--- src/tauc_pkg.sv ---
package tauc_pkg;

    localparam int unsigned TICK_W      = 16;
    localparam int unsigned ACC_W       = 40;
    localparam int unsigned SECS_W      = 28;
    localparam int unsigned DAYS_W      = 12;
    localparam int unsigned HOUR_W      = 5;
    localparam int unsigned MIN_W       = 6;
    localparam int unsigned SEC_W       = 6;
    localparam int unsigned FRAC_BITS_DEF = 12;

    localparam int unsigned OUT_W       = SECS_W + DAYS_W + HOUR_W + MIN_W + SEC_W;
    localparam int unsigned OUT_TDATA_W = ((OUT_W + 7) / 8) * 8;

    // seconds to minutes: q = (n * ceil(2^34 / 60)) >> 34, exact for n < 2^28
    localparam int unsigned Q1_W        = 23;
    localparam int unsigned RECIP1      = 286331154;
    localparam int unsigned RECIP1_W    = 29;
    localparam int unsigned SHIFT1      = 34;

    // minutes to hours: exact for n < 2^23
    localparam int unsigned Q2_W        = 17;
    localparam int unsigned RECIP2      = 8947849;
    localparam int unsigned RECIP2_W    = 24;
    localparam int unsigned SHIFT2      = 29;

    // hours to days: exact for n < 2^17
    localparam int unsigned RECIP3      = 174763;
    localparam int unsigned RECIP3_W    = 18;
    localparam int unsigned SHIFT3      = 22;

    localparam int unsigned SecsPerMin  = 60;
    localparam int unsigned MinsPerHour = 60;
    localparam int unsigned HoursPerDay = 24;

endpackage

--- src/tauc_accum.sv ---
module tauc_accum
    import tauc_pkg::*;
#(
    parameter int unsigned FRACTION_BITS = FRAC_BITS_DEF
) (
    input  logic              i_clk,
    input  logic              i_rst_n,
    input  logic              i_vld,
    output logic              o_rdy,
    input  logic [TICK_W-1:0] i_ticks,
    output logic              o_vld,
    input  logic              i_rdy,
    output logic [SECS_W-1:0] o_secs
);

    logic [ACC_W-1:0]  r_acc;
    logic [ACC_W-1:0]  n_acc;
    logic              r_dither;
    logic              r_vld;
    logic [SECS_W-1:0] r_secs;
    logic [TICK_W-1:0] ticks_dith;
    logic [ACC_W-1:0]  acc_shr;
    logic              take;

    assign o_rdy      = !r_vld || i_rdy;
    assign take       = i_vld && o_rdy;
    assign ticks_dith = i_ticks + TICK_W'(r_dither);
    assign n_acc      = r_acc + ACC_W'(ticks_dith);
    assign acc_shr    = n_acc >> FRACTION_BITS;

    always_ff @(posedge i_clk) begin
        if (!i_rst_n) begin
            r_acc    <= '0;
            r_dither <= 1'b0;
            r_vld    <= 1'b0;
        end else begin
            if (take) begin
                r_acc    <= n_acc;
                r_dither <= !r_dither;
                r_vld    <= 1'b1;
            end else if (i_rdy) begin
                r_vld    <= 1'b0;
            end
        end
    end

    always_ff @(posedge i_clk) begin
        if (take) begin
            r_secs <= acc_shr[SECS_W-1:0];
        end
    end

    assign o_vld  = r_vld;
    assign o_secs = r_secs;

`ifndef ASSERT_OFF
    a_dither_flips: assert property (@(posedge i_clk) disable iff (!i_rst_n)
        take |=> (r_dither != $past(r_dither)))
        else $error("dither bit did not flip on request");

    a_acc_holds: assert property (@(posedge i_clk) disable iff (!i_rst_n)
        !take |=> $stable(r_acc) && $stable(r_dither))
        else $error("accumulator changed without request");

    a_out_holds: assert property (@(posedge i_clk) disable iff (!i_rst_n)
        (r_vld && !i_rdy) |=> r_vld && $stable(r_secs))
        else $error("seconds changed while stalled");
`endif

endmodule

--- src/tauc_divstage.sv ---
module tauc_divstage
    import tauc_pkg::*;
#(
    parameter int unsigned IN_W    = 28,
    parameter int unsigned Q_W     = 23,
    parameter int unsigned R_W     = 6,
    parameter int unsigned SIDE_W  = 28,
    parameter int unsigned DIVISOR = 60,
    parameter int unsigned RECIP   = 286331154,
    parameter int unsigned RECIP_W = 29,
    parameter int unsigned SHIFT   = 34
) (
    input  logic              i_clk,
    input  logic              i_rst_n,
    input  logic              i_vld,
    output logic              o_rdy,
    input  logic [IN_W-1:0]   i_num,
    input  logic [SIDE_W-1:0] i_side,
    output logic              o_vld,
    input  logic              i_rdy,
    output logic [Q_W-1:0]    o_quo,
    output logic [R_W-1:0]    o_rem,
    output logic [SIDE_W-1:0] o_side
);

    localparam int unsigned PROD_W = IN_W + RECIP_W;

    logic              r_p_vld;
    logic [PROD_W-1:0] r_prod;
    logic [IN_W-1:0]   r_num;
    logic [SIDE_W-1:0] r_p_side;
    logic              r_q_vld;
    logic [Q_W-1:0]    r_quo;
    logic [R_W-1:0]    r_rem;
    logic [SIDE_W-1:0] r_q_side;
    logic              p_rdy;
    logic              q_rdy;
    logic [Q_W-1:0]    quo;
    logic [IN_W-1:0]   rem_full;

    assign q_rdy    = !r_q_vld || i_rdy;
    assign p_rdy    = !r_p_vld || q_rdy;
    assign o_rdy    = p_rdy;
    assign quo      = r_prod[SHIFT +: Q_W];
    assign rem_full = r_num - IN_W'(IN_W'(quo) * IN_W'(DIVISOR));

    always_ff @(posedge i_clk) begin
        if (!i_rst_n) begin
            r_p_vld <= 1'b0;
            r_q_vld <= 1'b0;
        end else begin
            if (p_rdy) begin
                r_p_vld <= i_vld;
            end
            if (q_rdy) begin
                r_q_vld <= r_p_vld;
            end
        end
    end

    always_ff @(posedge i_clk) begin
        if (p_rdy && i_vld) begin
            r_prod   <= PROD_W'(i_num) * PROD_W'(RECIP_W'(RECIP));
            r_num    <= i_num;
            r_p_side <= i_side;
        end
        if (q_rdy && r_p_vld) begin
            r_quo    <= quo;
            r_rem    <= rem_full[R_W-1:0];
            r_q_side <= r_p_side;
        end
    end

    assign o_vld  = r_q_vld;
    assign o_quo  = r_quo;
    assign o_rem  = r_rem;
    assign o_side = r_q_side;

`ifndef ASSERT_OFF
    a_rem_range: assert property (@(posedge i_clk) disable iff (!i_rst_n)
        (q_rdy && r_p_vld) |-> (rem_full < IN_W'(DIVISOR)))
        else $error("remainder not below divisor");

    a_reset_empty: assert property (@(posedge i_clk)
        !i_rst_n |=> !r_p_vld && !r_q_vld)
        else $error("pipeline not empty after reset");

    a_out_holds: assert property (@(posedge i_clk) disable iff (!i_rst_n)
        (r_q_vld && !i_rdy) |=> r_q_vld && $stable(r_quo) && $stable(r_rem)
            && $stable(r_q_side))
        else $error("stage output changed while stalled");
`endif

endmodule

--- src/tick_accumulating_uptime_clock.sv ---
// channel  | dir | tdata fields (lsb first)                                      | tlast/tuser
// s_axis   | in  | tick_count[15:0]                                              | none
// m_axis   | out | total_secs[27:0] days[39:28] hour[44:40] min[50:45] sec[56:51] | none
//
// one request accepted per cycle while m_axis_tready does not stall the pipeline
// a result passes through the accumulator register and three multiply/remainder pairs
// synchronous active-low reset clears the accumulator, dither bit and all valids
// each pipeline register advances when empty or when the stage after it moves,
// so bubbles close up and a stalled output still lets earlier stages fill
module tick_accumulating_uptime_clock
    import tauc_pkg::*;
#(
    parameter int unsigned FRACTION_BITS = FRAC_BITS_DEF
) (
    input  logic                   i_clk,
    input  logic                   i_rst_n,
    input  logic                   s_axis_tvalid,
    output logic                   s_axis_tready,
    input  logic [TICK_W-1:0]      s_axis_tdata,   // tick_count
    output logic                   m_axis_tvalid,
    input  logic                   m_axis_tready,
    output logic [OUT_TDATA_W-1:0] m_axis_tdata    // total_secs, days, hour, min, sec
);

    localparam int unsigned SIDE2_W = SECS_W + SEC_W;
    localparam int unsigned SIDE3_W = SIDE2_W + MIN_W;

    logic                a_vld;
    logic                a_rdy;
    logic [SECS_W-1:0]   a_secs;

    logic                d1_vld;
    logic                d1_rdy;
    logic [Q1_W-1:0]     d1_quo;
    logic [SEC_W-1:0]    d1_rem;
    logic [SECS_W-1:0]   d1_side;

    logic                d2_vld;
    logic                d2_rdy;
    logic [Q2_W-1:0]     d2_quo;
    logic [MIN_W-1:0]    d2_rem;
    logic [SIDE2_W-1:0]  d2_side;

    logic [DAYS_W-1:0]   d3_quo;
    logic [HOUR_W-1:0]   d3_rem;
    logic [SIDE3_W-1:0]  d3_side;

    tauc_accum #(
        .FRACTION_BITS (FRACTION_BITS)
    ) u_accum (
        .i_clk   (i_clk),
        .i_rst_n (i_rst_n),
        .i_vld   (s_axis_tvalid),
        .o_rdy   (s_axis_tready),
        .i_ticks (s_axis_tdata),
        .o_vld   (a_vld),
        .i_rdy   (a_rdy),
        .o_secs  (a_secs)
    );

    tauc_divstage #(
        .IN_W    (SECS_W),
        .Q_W     (Q1_W),
        .R_W     (SEC_W),
        .SIDE_W  (SECS_W),
        .DIVISOR (SecsPerMin),
        .RECIP   (RECIP1),
        .RECIP_W (RECIP1_W),
        .SHIFT   (SHIFT1)
    ) u_div_min (
        .i_clk   (i_clk),
        .i_rst_n (i_rst_n),
        .i_vld   (a_vld),
        .o_rdy   (a_rdy),
        .i_num   (a_secs),
        .i_side  (a_secs),
        .o_vld   (d1_vld),
        .i_rdy   (d1_rdy),
        .o_quo   (d1_quo),
        .o_rem   (d1_rem),
        .o_side  (d1_side)
    );

    tauc_divstage #(
        .IN_W    (Q1_W),
        .Q_W     (Q2_W),
        .R_W     (MIN_W),
        .SIDE_W  (SIDE2_W),
        .DIVISOR (MinsPerHour),
        .RECIP   (RECIP2),
        .RECIP_W (RECIP2_W),
        .SHIFT   (SHIFT2)
    ) u_div_hour (
        .i_clk   (i_clk),
        .i_rst_n (i_rst_n),
        .i_vld   (d1_vld),
        .o_rdy   (d1_rdy),
        .i_num   (d1_quo),
        .i_side  ({d1_rem, d1_side}),
        .o_vld   (d2_vld),
        .i_rdy   (d2_rdy),
        .o_quo   (d2_quo),
        .o_rem   (d2_rem),
        .o_side  (d2_side)
    );

    tauc_divstage #(
        .IN_W    (Q2_W),
        .Q_W     (DAYS_W),
        .R_W     (HOUR_W),
        .SIDE_W  (SIDE3_W),
        .DIVISOR (HoursPerDay),
        .RECIP   (RECIP3),
        .RECIP_W (RECIP3_W),
        .SHIFT   (SHIFT3)
    ) u_div_day (
        .i_clk   (i_clk),
        .i_rst_n (i_rst_n),
        .i_vld   (d2_vld),
        .o_rdy   (d2_rdy),
        .i_num   (d2_quo),
        .i_side  ({d2_rem, d2_side}),
        .o_vld   (m_axis_tvalid),
        .i_rdy   (m_axis_tready),
        .o_quo   (d3_quo),
        .o_rem   (d3_rem),
        .o_side  (d3_side)
    );

    // d3_side holds {min, sec, total_secs}
    assign m_axis_tdata = OUT_TDATA_W'({d3_side[SECS_W +: SEC_W],
                                        d3_side[SIDE3_W-1 -: MIN_W],
                                        d3_rem,
                                        d3_quo,
                                        d3_side[SECS_W-1:0]});

endmodule
--- config.mk ---
export PLATFORM = sky130hd
export DESIGN_NAME = tick_accumulating_uptime_clock
export DESIGN_NICKNAME = d
export VERILOG_FILES = /design/src/tauc_pkg.sv /design/src/tauc_accum.sv /design/src/tauc_divstage.sv /design/src/tick_accumulating_uptime_clock.sv
export SDC_FILE = /design/constraint.sdc
export NUM_CORES = 1
export LEC_CHECK = 0
export BUFFER_PORTS_ARGS = -buffer_cell sky130_fd_sc_hd__buf_2
export CORE_MARGIN = 10
export CORE_UTILIZATION = 55
export CTS_CLUSTER_DIAMETER = 100
export CTS_CLUSTER_SIZE = 24
export DETAILED_ROUTE_END_ITERATION = 8
export GPL_ROUTABILITY_DRIVEN = 0
export PLACE_DENSITY = 0.84
export SKIP_LAST_GASP = 1
export SLEW_MARGIN = 20
export SYNTH_ARGS = -nofsm -noshare
export SYNTH_HDL_FRONTEND = slang
export SYNTH_HIERARCHICAL = 1
export SYNTH_SLANG_ARGS = --single-unit
--- constraint.sdc ---
create_clock -name i_clk -period 8.2 [get_ports i_clk]
set_input_delay 1.64 -clock i_clk [delete_from_list [all_inputs] [get_ports i_clk]]
set_output_delay 1.64 -clock i_clk [all_outputs]
set_load 0.1 [all_outputs]
==> load_flow_metrics.sql, run 1 <==
INSERT INTO impl_metrics (metric_group, metric, value, unit) VALUES
('clocking', 'clock_tree.htree_level_count', '1', ''),
('floorplanning', 'core_region_area', '0.0575', 'mm²'),
('logic_synthesis', 'synthArstFlopShare', '0', '%'),
('logic_synthesis', 'dominantRegCellSynth', 'sky130_fd_sc_hd__edfxtp_1', ''),
('sta', 'final_min_period_over_clock_period', '79.8', '%'),
('final_layout', 'insertedDiodeCount', '0', ''),
('sta', 'finalHoldWorstSlack', '0.411', 'ns'),
('clocking', 'cts_num_sinks', '418', ''),
('clocking', 'cts-resized-gates', '0', ''),
('clocking', 'number_of_buffers_inserted_to_repair_setup_after_cts', '0', ''),
('critical_path', 'critical_path_required', '8.56', 'ns'),
('final_layout', 'final_core_utilization', '58.8', '%'),
('floorplanning', 'floorplan.initialDensity', '55.3', '%'),
('clocking', 'worst_skew_pair.late_latency', '0.57', 'ns'),
('logic_synthesis', 'seq_area_frac_synth', '38.0', '%'),
('grt', 'vias_in_the_first_global_route', '20600', ''),
('placed_design', 'placed_area', '0.0331', 'mm²'),
('floorplanning', 'dieHeight', '260', 'µm'),
('critical_path', 'worst_path_buffer_plus_inverter_count', '4', ''),
('logic_synthesis', 'synth_cell_types', '81', ''),
('final_layout', 'layout-drive-gt1-share', '5.34', '%'),
('critical_path', 'worst-path-max-fanout', '6', ''),
('detailed_routing', 'antenna_violating_nets_post_route', '0', ''),
('critical_path', 'worst_path_most_repeated_cell', 'sky130_fd_sc_hd__fa_1', ''),
('placed_design', 'detailed_place_hpwl', '51300', 'µm'),
('sta', 'report.final.hold_viol_count', '0', ''),
('sta', 'rsz0062_at_grt', 'no', ''),
('placed_design', 'post-place-cells', '3553', ''),
('sta', 'worst_slew_margin_rel', '43.6', '%'),
('floorplanning', 'die_width', '260', 'µm'),
('logic_synthesis', 'syn-cell-area', '0.0318', 'mm²'),
('clocking', 'hold_buffers', '0', ''),
('flow_run', 'cap_violations', '0', ''),
('logic_synthesis', 'synth_xor_area_share', '3.47', '%'),
('floorplanning', 'floorplan.io_pins', '86', ''),
('placed_design', 'placement.io_buffers', '78', ''),
('floorplanning', 'dieArea', '0.0678', 'mm²'),
('sta', 'final.setup_skew', '0.0157', 'ns'),
('clocking', 'cts_tree', 'built', ''),
('logic_synthesis', 'synth-edff-count', '370', ''),
('detailed_routing', 'drt_iter0_drcs', '1450', ''),
('grt', 'grt_antenna_before_repair', '0', ''),
('detailed_routing', 'via_per_inst', '5.53', ''),
('logic_synthesis', 'synth-compound-area-share', '7.69', '%'),
('pwr', 'power.density', '286', 'mW/mm²'),
('grt', 'grt_first_pass_wirelength', '104000', 'µm'),
('logic_synthesis', 'post_synth_mux_area_share', '0.157', '%'),
('grt', 'grt_overflow', '0', ''),
('grt', 'maximum_number_of_pins_on_one_net_before_global_route_repair', '58', ''),
('final_layout', 'area_added_between_synthesis_and_finish', '6.34', '%'),
('sta', 'clock.fmax', '0.153', 'GHz'),
('critical_path', 'critical_path.max_stage_delay', '0.58', 'ns'),
('final_layout', 'final_nets', '3609', ''),
('sta', 'setup-violations-final', '0', ''),
('critical_path', 'cp_cell_sequence', 'ha_1 > inv_1 > fa_1 > inv_1 > fa_1 > inv_1 > fa_1 > fa_1 > fa_1 > inv_1 > ha_1 > and3_4 > and3_4 > a311o_1 > o211a_1 > o31a_1 > o2111a_1 > or2_4 > o311ai_1', ''),
('pwr', 'totalPowerFinal', '9.69', 'mW'),
('sta', 'timing.final.crit_period', '6.55', 'ns'),
('grt', 'grt.total_usage', '19.0', '%'),
('detailed_routing', 'drcViolationCount', '0', ''),
('run_status', 'status', 'finished, final reports clean', ''),
('logic_synthesis', 'ys_warn_count', '6', ''),
('critical_path', 'crit_family', 'adder cells', ''),
('clocking', 'cts-root-buf', 'sky130_fd_sc_hd__clkbuf_16', ''),
('logic_synthesis', 'post_synth_fa_ha_maj_area_fraction', '36.7', '%'),
('sta', 'worst_pin_slew', '0.825', 'ns'),
('logic_synthesis', 'synth-simple-area-share', '6.53', '%'),
('placed_design', 'dpl_worst_slack', '1.72', 'ns'),
('pwr', 'vdd_drop_max', '276', 'µV'),
('detailed_routing', 'routed_wire_length', '64200', 'µm'),
('pwr', 'p_leak', '15.7', 'nW'),
('floorplanning', 'rows', '88', '');
## cells in the mapped netlist, types with 44 or more instances
master | n | share of area (%)
sky130_fd_sc_hd__ha_1 | 513 | 20
sky130_fd_sc_hd__a21o_1 | 50 | 1.2
sky130_fd_sc_hd__nand3_1 | 44 | 0.69
sky130_fd_sc_hd__a21oi_1 | 126 | 2.0
sky130_fd_sc_hd__xnor2_1 | 80 | 2.2
sky130_fd_sc_hd__o21ai_0 | 53 | 0.83
sky130_fd_sc_hd__fa_1 | 263 | 17
sky130_fd_sc_hd__xor2_1 | 46 | 1.3
sky130_fd_sc_hd__nor2_1 | 82 | 0.97
sky130_fd_sc_hd__edfxtp_1 | 370 | 35
sky130_fd_sc_hd__inv_1 | 586 | 6.9
sky130_fd_sc_hd__nand2_1 | 121 | 1.4
sky130_fd_sc_hd__dfxtp_1 | 48 | 3.0
## power by group
group          leakage [nW]  total [mW]  switching [mW]  internal (mW)
logic                  11.5        5.77            3.39           2.38
clock network         0.349        1.27           0.695          0.578
registers              3.78        2.65          0.0892           2.56
total                  15.7        9.69            4.18           5.51
## final cells by class
type | instances | area (µm²)
tap | 765 | 957
clock inverter | 7 | 114
multi-input combinational | 1697 | 17400
clock buffer | 32 | 609
timing repair buffer | 87 | 458
sequential | 418 | 12100
inverter | 586 | 2200
fill | 4415 | 23700
## registers in the layout (all words and copies together) (netlist names), 3 cells and up
register,flops
u_div_hour/r_p_side,34
u_div_day/r_prod,13
u_div_day/o_quo,12
u_div_hour/o_side,34
u_div_day/o_rem,5
u_accum/r_acc,40
u_accum/o_secs,28
u_div_hour/r_prod,20
u_div_min/r_num,6
u_div_min/o_side,28
u_div_hour/o_rem,6
u_div_day/o_side,40
u_div_min/o_quo,23
u_div_min/o_rem,6
u_div_min/r_p_side,28
u_div_day/r_num,4
u_div_hour/o_quo,17
u_div_day/r_p_side,40
u_div_min/r_prod,23
u_div_hour/r_num,3
## final timing paths
path,startpoint,endpoint,slack (ns),depth (start not counted)
worst max-delay path,u_accum/o_secs[1]$_DFFE_PP_,u_div_min/r_prod[53]$_DFFE_PP_,1.65,19
worst max register to register,u_accum/o_secs[1]$_DFFE_PP_,u_div_min/r_prod[53]$_DFFE_PP_,1.65,19
worst min-delay path,u_div_hour/o_rem[5]$_DFFE_PP_,u_div_day/r_p_side[39]$_DFFE_PP_,0.41,0
worst min register to register,u_div_hour/o_rem[5]$_DFFE_PP_,u_div_day/r_p_side[39]$_DFFE_PP_,0.41,0
## routing by layer
metal | vias to the layer above | track usage, % | part of all wire, %
met3 | 112 | 2.82 | 6.2
li1 | 9428 | - | -
met2 | 604 | 33.4 | 50
met4 | 0 | 5.23 | 2.5
met1 | 9722 | 24.2 | 41
met5 | - | 0 | 0
## kinds of logic (layout without fill, tap and decap cells)
family | Yosys count | count (layout)
DFF | 418 | 418
muxes | 5 | 5
and+or+nand+nor | 414 | 414
buffers and inverters | 621 | 712
adders and majority gates | 776 | 776
AOI/OAI and AO/OA | 369 | 369
xor gates and xnor gates | 126 | 126
other | 1 | 7
## cells in the final DEF (no fill, tap or decap), types with 11 or more instances in the layout
cell | netlist | routed
sky130_fd_sc_hd__fa_1 | 263 | 263
sky130_fd_sc_hd__xnor2_1 | 80 | 80
sky130_fd_sc_hd__a21o_1 | 50 | 50
sky130_fd_sc_hd__or3_1 | 11 | 11
sky130_fd_sc_hd__nand2_1 | 121 | 121
sky130_fd_sc_hd__nor4_1 | 11 | 11
sky130_fd_sc_hd__clkbuf_16 | 0 | 23
sky130_fd_sc_hd__o21bai_1 | 18 | 18
sky130_fd_sc_hd__xor2_1 | 46 | 46
sky130_fd_sc_hd__ha_1 | 513 | 513
sky130_fd_sc_hd__dfxtp_1 | 48 | 48
sky130_fd_sc_hd__inv_1 | 586 | 586
sky130_fd_sc_hd__nor2b_1 | 19 | 16
sky130_fd_sc_hd__nand3_1 | 44 | 44
sky130_fd_sc_hd__a21oi_1 | 126 | 126
sky130_fd_sc_hd__o31ai_1 | 12 | 12
sky130_fd_sc_hd__a211oi_1 | 14 | 14
sky130_fd_sc_hd__o21ai_0 | 53 | 53
sky130_fd_sc_hd__nand4_1 | 36 | 36
sky130_fd_sc_hd__nor3_1 | 29 | 29
sky130_fd_sc_hd__nor2_1 | 82 | 82
sky130_fd_sc_hd__o211ai_1 | 12 | 12
sky130_fd_sc_hd__edfxtp_1 | 370 | 370
sky130_fd_sc_hd__buf_2 | 2 | 78
No activity file was read; power rests on OpenSTA's default activity.
==> run 2, diff against run 1 <==
--- a/config.mk
+++ b/config.mk
@@ -5,6 +5,7 @@
 export SDC_FILE = /design/constraint.sdc
 export NUM_CORES = 1
 export LEC_CHECK = 0
+export ABC_AREA = 1
 export BUFFER_PORTS_ARGS = -buffer_cell sky130_fd_sc_hd__buf_2
 export CORE_MARGIN = 10
 export CORE_UTILIZATION = 55
@@ -12,7 +13,7 @@
 export CTS_CLUSTER_SIZE = 24
 export DETAILED_ROUTE_END_ITERATION = 8
 export GPL_ROUTABILITY_DRIVEN = 0
-export PLACE_DENSITY = 0.84
+export PLACE_DENSITY = 0.83
 export SKIP_LAST_GASP = 1
 export SLEW_MARGIN = 20
 export SYNTH_ARGS = -nofsm -noshare
==> constraint.sdc (replaced) <==
create_clock -name i_clk -period 6.6 [get_ports i_clk]
set_input_delay 1.32 -clock i_clk [delete_from_list [all_inputs] [get_ports i_clk]]
set_output_delay 1.32 -clock i_clk [all_outputs]
set_load 0.1 [all_outputs]
==> run 2 against run 1 <==
Compared with the run above:
- die area is 11% higher
- non-clock buffer count shrank 1
- first-iteration DRC count grew 89%
- routed wire length increased by 34%
- critical path type unchanged
==> load_flow_metrics.sql, run 2 <==
INSERT INTO impl_metrics (metric_group, metric, value, unit) VALUES
('sta', 'setup-violations-final', '0', ''),
('detailed_routing', 'detail_route.wl_per_cell', '17.3', 'µm'),
('logic_synthesis', 'synth.most_common_cell', 'sky130_fd_sc_hd__inv_1', ''),
('sta', 'worst_pin_slew', '1.04', 'ns'),
('final_layout', 'layout_common_cells', 'sky130_fd_sc_hd__inv_1, sky130_fd_sc_hd__nand2_1, sky130_fd_sc_hd__ha_1', ''),
('floorplanning', 'rows', '93', ''),
('sta', 'final_min_period_over_clock_period', '84.0', '%'),
('sta', 'report.final.hold_viol_count', '0', ''),
('pwr', 'power.clock.fraction', '10.4', '%'),
('sta', 'clock.fmax', '0.180', 'GHz'),
('placed_design', 'post-place-cells', '4911', ''),
('clocking', 'cts_tree', 'built', ''),
('placed_design', 'detailed_place_hpwl', '70900', 'µm'),
('detailed_routing', 'routed_wire_length', '85900', 'µm'),
('detailed_routing', 'via_per_inst', '5.39', ''),
('sta', 'timing.final.crit_period', '5.54', 'ns'),
('floorplanning', 'floorplan.initialDensity', '55.5', '%'),
('pwr', 'combPwrFrac', '67.2', '%'),
('grt', 'grt_antenna_before_repair', '0', ''),
('final_layout', 'final_nets', '4877', ''),
('final_layout', 'layout.area.seq', '0.0121', 'mm²'),
('clocking', 'cts_made_buffers', '23', ''),
('run_status', 'status', 'finished, final reports clean', ''),
('logic_synthesis', 'synthTopCellsByArea', 'sky130_fd_sc_hd__edfxtp_1, sky130_fd_sc_hd__ha_1, sky130_fd_sc_hd__fa_1', ''),
('floorplanning', 'dieHeight', '275', 'µm'),
('sta', 'worst_slew_margin_rel', '30.2', '%'),
('final_layout', 'post_layout_nonfiller_instances', '4953', ''),
('clocking', 'clock_tree.htree_level_count', '1', ''),
('pwr', 'internal_power', '7.26', 'mW'),
('logic_synthesis', 'syn-cell-area', '0.0358', 'mm²'),
('sta', 'rsz0062_at_grt', 'no', ''),
('final_layout', 'area_added_between_synthesis_and_finish', '6.08', '%'),
('detailed_routing', 'drcViolationCount', '0', ''),
('logic_synthesis', 'syn_inst', '3982', ''),
('clocking', 'cts-root-buf', 'sky130_fd_sc_hd__clkbuf_16', ''),
('grt', 'maximum_number_of_pins_on_one_net_before_global_route_repair', '59', ''),
('final_layout', 'insertedDiodeCount', '0', ''),
('logic_synthesis', 'synth-edff-count', '370', ''),
('detailed_routing', 'num_vias', '26700', ''),
('logic_synthesis', 'seq_area_frac_synth', '33.8', '%'),
('logic_synthesis', 'ys_warn_count', '6', ''),
('worst_hold_path', 'worst_hold_path_type', 'flop to flop', ''),
('final_layout', 'commonest_non_fill_non_tap_cell_in_the_layout', 'sky130_fd_sc_hd__inv_1', ''),
('logic_synthesis', 'dominantRegCellSynth', 'sky130_fd_sc_hd__edfxtp_1', ''),
('critical_path', 'worst-path-max-fanout', '6', ''),
('final_layout', 'layout-drive-gt1-share', '5.59', '%'),
('grt', 'grt.total_usage', '22.4', '%'),
('critical_path', 'cp_cell_sequence', 'ha_1 > inv_1 > fa_1 > inv_1 > fa_1 > inv_1 > fa_1 > fa_1 > fa_1 > inv_1 > ha_1 > nand2_1 > nor2_1 > inv_1 > o21ai_0 > o21bai_1 > nand4_1 > nand2_1', ''),
('critical_path', 'endpoint_kind', 'flop', ''),
('floorplanning', 'die_width', '275', 'µm'),
('sta', 'slew_viol_final', '0', ''),
('critical_path', 'critical_path_required', '6.92', 'ns'),
('flow_run', 'cap_violations', '0', ''),
('final_layout', 'multiInputGateArea', '0.0199', 'mm²'),
('critical_path', 'cp-start-kind', 'flop', ''),
('critical_path', 'timing.critical_path.arrival', '5.86', 'ns'),
('clocking', 'number_of_buffers_inserted_to_repair_setup_after_cts', '0', ''),
('clocking', 'cts-resized-gates', '0', ''),
('detailed_routing', 'length_of_the_first_detailed_routing_pass_in_iterations', '7', ''),
('critical_path', 'critical_path.max_stage_delay', '0.57', 'ns'),
('final_layout', 'layout.cell_area.non_filler', '0.0379', 'mm²'),
('pwr', 'switching_part_of_the_total', '51.4', '%'),
('clocking', 'worst_skew_pair.late_latency', '0.58', 'ns'),
('grt', 'grt_first_pass_wirelength', '136000', 'µm'),
('pwr', 'totalPowerFinal', '14.9', 'mW'),
('pwr', 'power.share.sequential', '22.4', '%'),
('logic_synthesis', 'synth_cell_types', '49', ''),
('clocking', 'clockBufferDepth', '3', ''),
('floorplanning', 'dieArea', '0.0756', 'mm²'),
('placed_design', 'placement.io_buffers', '78', ''),
('logic_synthesis', 'ys_ff_latch', '418', ''),
('placed_design', 'placed_area', '0.0372', 'mm²'),
('floorplanning', 'floorplan.io_pins', '86', ''),
('sta', 'final.setup_skew', '0.0299', 'ns'),
('pwr', 'power.density', '394', 'mW/mm²'),
('critical_path', 'r2r_slack', '1.06', 'ns'),
('clocking', 'cts_num_sinks', '418', ''),
('critical_path', 'critPathKind', 'flop to flop', ''),
('final_layout', 'fill_cells', '5266', ''),
('pwr', 'p_leak', '19.3', 'nW'),
('clocking', 'clkTransAtPathRegs', '0.10', 'ns'),
('logic_synthesis', 'netlist.area_leader.share', '31.1', '%'),
('clocking', 'hold_buffers', '0', ''),
('pwr', 'switching_power', '7.67', 'mW'),
('sta', 'summed_negative_setup_slack_over_all_endpoints', '0', 'ns'),
('critical_path', 'timing.critical_path.slowest_stage_cell', 'sky130_fd_sc_hd__fa_1', ''),
('logic_synthesis', 'yosys.area.top_type', 'sky130_fd_sc_hd__edfxtp_1', ''),
('detailed_routing', 'antenna_violating_nets_post_route', '0', ''),
('floorplanning', 'core_region_area', '0.0645', 'mm²'),
('detailed_routing', 'drt_iter0_drcs', '2738', ''),
('logic_synthesis', 'synth_common_cells', 'sky130_fd_sc_hd__inv_1, sky130_fd_sc_hd__nand2_1, sky130_fd_sc_hd__ha_1', ''),
('logic_synthesis', 'synthArstFlopShare', '0', '%'),
('logic_synthesis', 'synthesized_area_per_cell', '8.98', 'µm²'),
('pwr', 'vdd_drop_max', '490', 'µV'),
('grt', 'vias_in_the_first_global_route', '26600', ''),
('grt', 'grt_overflow', '0', '');
-- run 2: changes by cell type after synthesis, sizes merged, moves of 13 or more --
| cell | previous run | this run |
|---|---|---|
| a211oi | 14 | 1 |
| xnor2 | 80 | 19 |
| o21ai | 57 | 103 |
| nand2 | 121 | 861 |
| nor2b | 19 | 1 |
| clkbuf | 24 | 8 |
| a21o | 53 | 5 |
| nand3 | 44 | 158 |
| nor3 | 29 | 46 |
| a21oi | 129 | 170 |
| nor2 | 82 | 296 |
| o31ai | 13 | 0 |
| inv | 586 | 992 |
-- run 2: power groups by stage --
stage | logic [mW] | clock network (mW) | registers (mW)
6_report | 10.0 | 1.56 | 3.34
3_3_place_gp | 9.34 | 0 | 3.39
3_5_place_dp | 9.64 | 0 | 3.40
2_1_floorplan | 7.05 | 0 | 3.34
4_1_cts | 9.77 | 1.59 | 3.34
5_1_grt | 11.2 | 1.67 | 3.35
-- run 2: metrics by stage --
step	hold WS [ns]	utilization, %	setup slack [ns]
6_report	0.408	58.9	1.06
5_1_grt	0.405	58.9	0.847
4_1_cts	0.412	58.9	1.14
3_5_place_dp	0.405	57.7	1.16
3_3_place_gp	0.400	57.7	1.34
2_1_floorplan	0.400	-	1.56
-- run 2: per-layer routing --
layer / up-vias / part of all wire, % / global-route usage [%]
li1: 12700 / - / -
met1: 12500 / 39 / 28.1
met2: 1180 / 49 / 39.2
met3: 256 / 7.7 / 2.90
met4: 0 / 4.3 / 8.25
met5: - / 0 / 0
-- run 2: logic make-up after synthesis --
| group | count (synthesis) | synth area share [%] |
|---|---|---|
| simple gates | 1418 | 17.0 |
| flops | 418 | 33.8 |
| other cells | 1 | 0.0105 |
| xor+xnor | 54 | 1.34 |
| buf+inv | 1013 | 10.8 |
| compound gates | 302 | 4.47 |
| fa+ha+maj | 776 | 32.7 |
-- run 2: area by class of cell --
class,count,share of cell area (%)
clock buffers,37,1.66
clock inverters,5,0.221
inverters,995,9.84
multi-input cells,2557,52.5
flip-flops and latches,418,31.8
well taps,855,2.82
repair buffers,86,1.19
-- run 2: critical path: cells and delay by family, from the launching register on --
| family | cells | cell delay, ns |
|---|---|---|
| compound gates | 2 | 0.43 |
| fa+ha+maj | 7 | 3.39 |
| buf+inv | 5 | 0.35 |
| flops | 1 | 0.54 |
| simple gates | 4 | 0.58 |
-- run 2: path summary, 6_finish.rpt --
| check | startpoint | end | depth (start not counted) |
|---|---|---|---|
| setup / recovery | u_accum/o_secs[5]$_DFFE_PP_ | u_div_min/r_prod[49]$_DFFE_PP_ | 18 |
| hold / removal | u_div_min/r_p_side[4]$_DFFE_PP_ | u_div_min/o_side[4]$_DFFE_PP_ | 0 |
| setup reg to reg | u_accum/o_secs[5]$_DFFE_PP_ | u_div_min/r_prod[49]$_DFFE_PP_ | 18 |
| hold reg to reg | u_div_min/r_p_side[4]$_DFFE_PP_ | u_div_min/o_side[4]$_DFFE_PP_ | 0 |
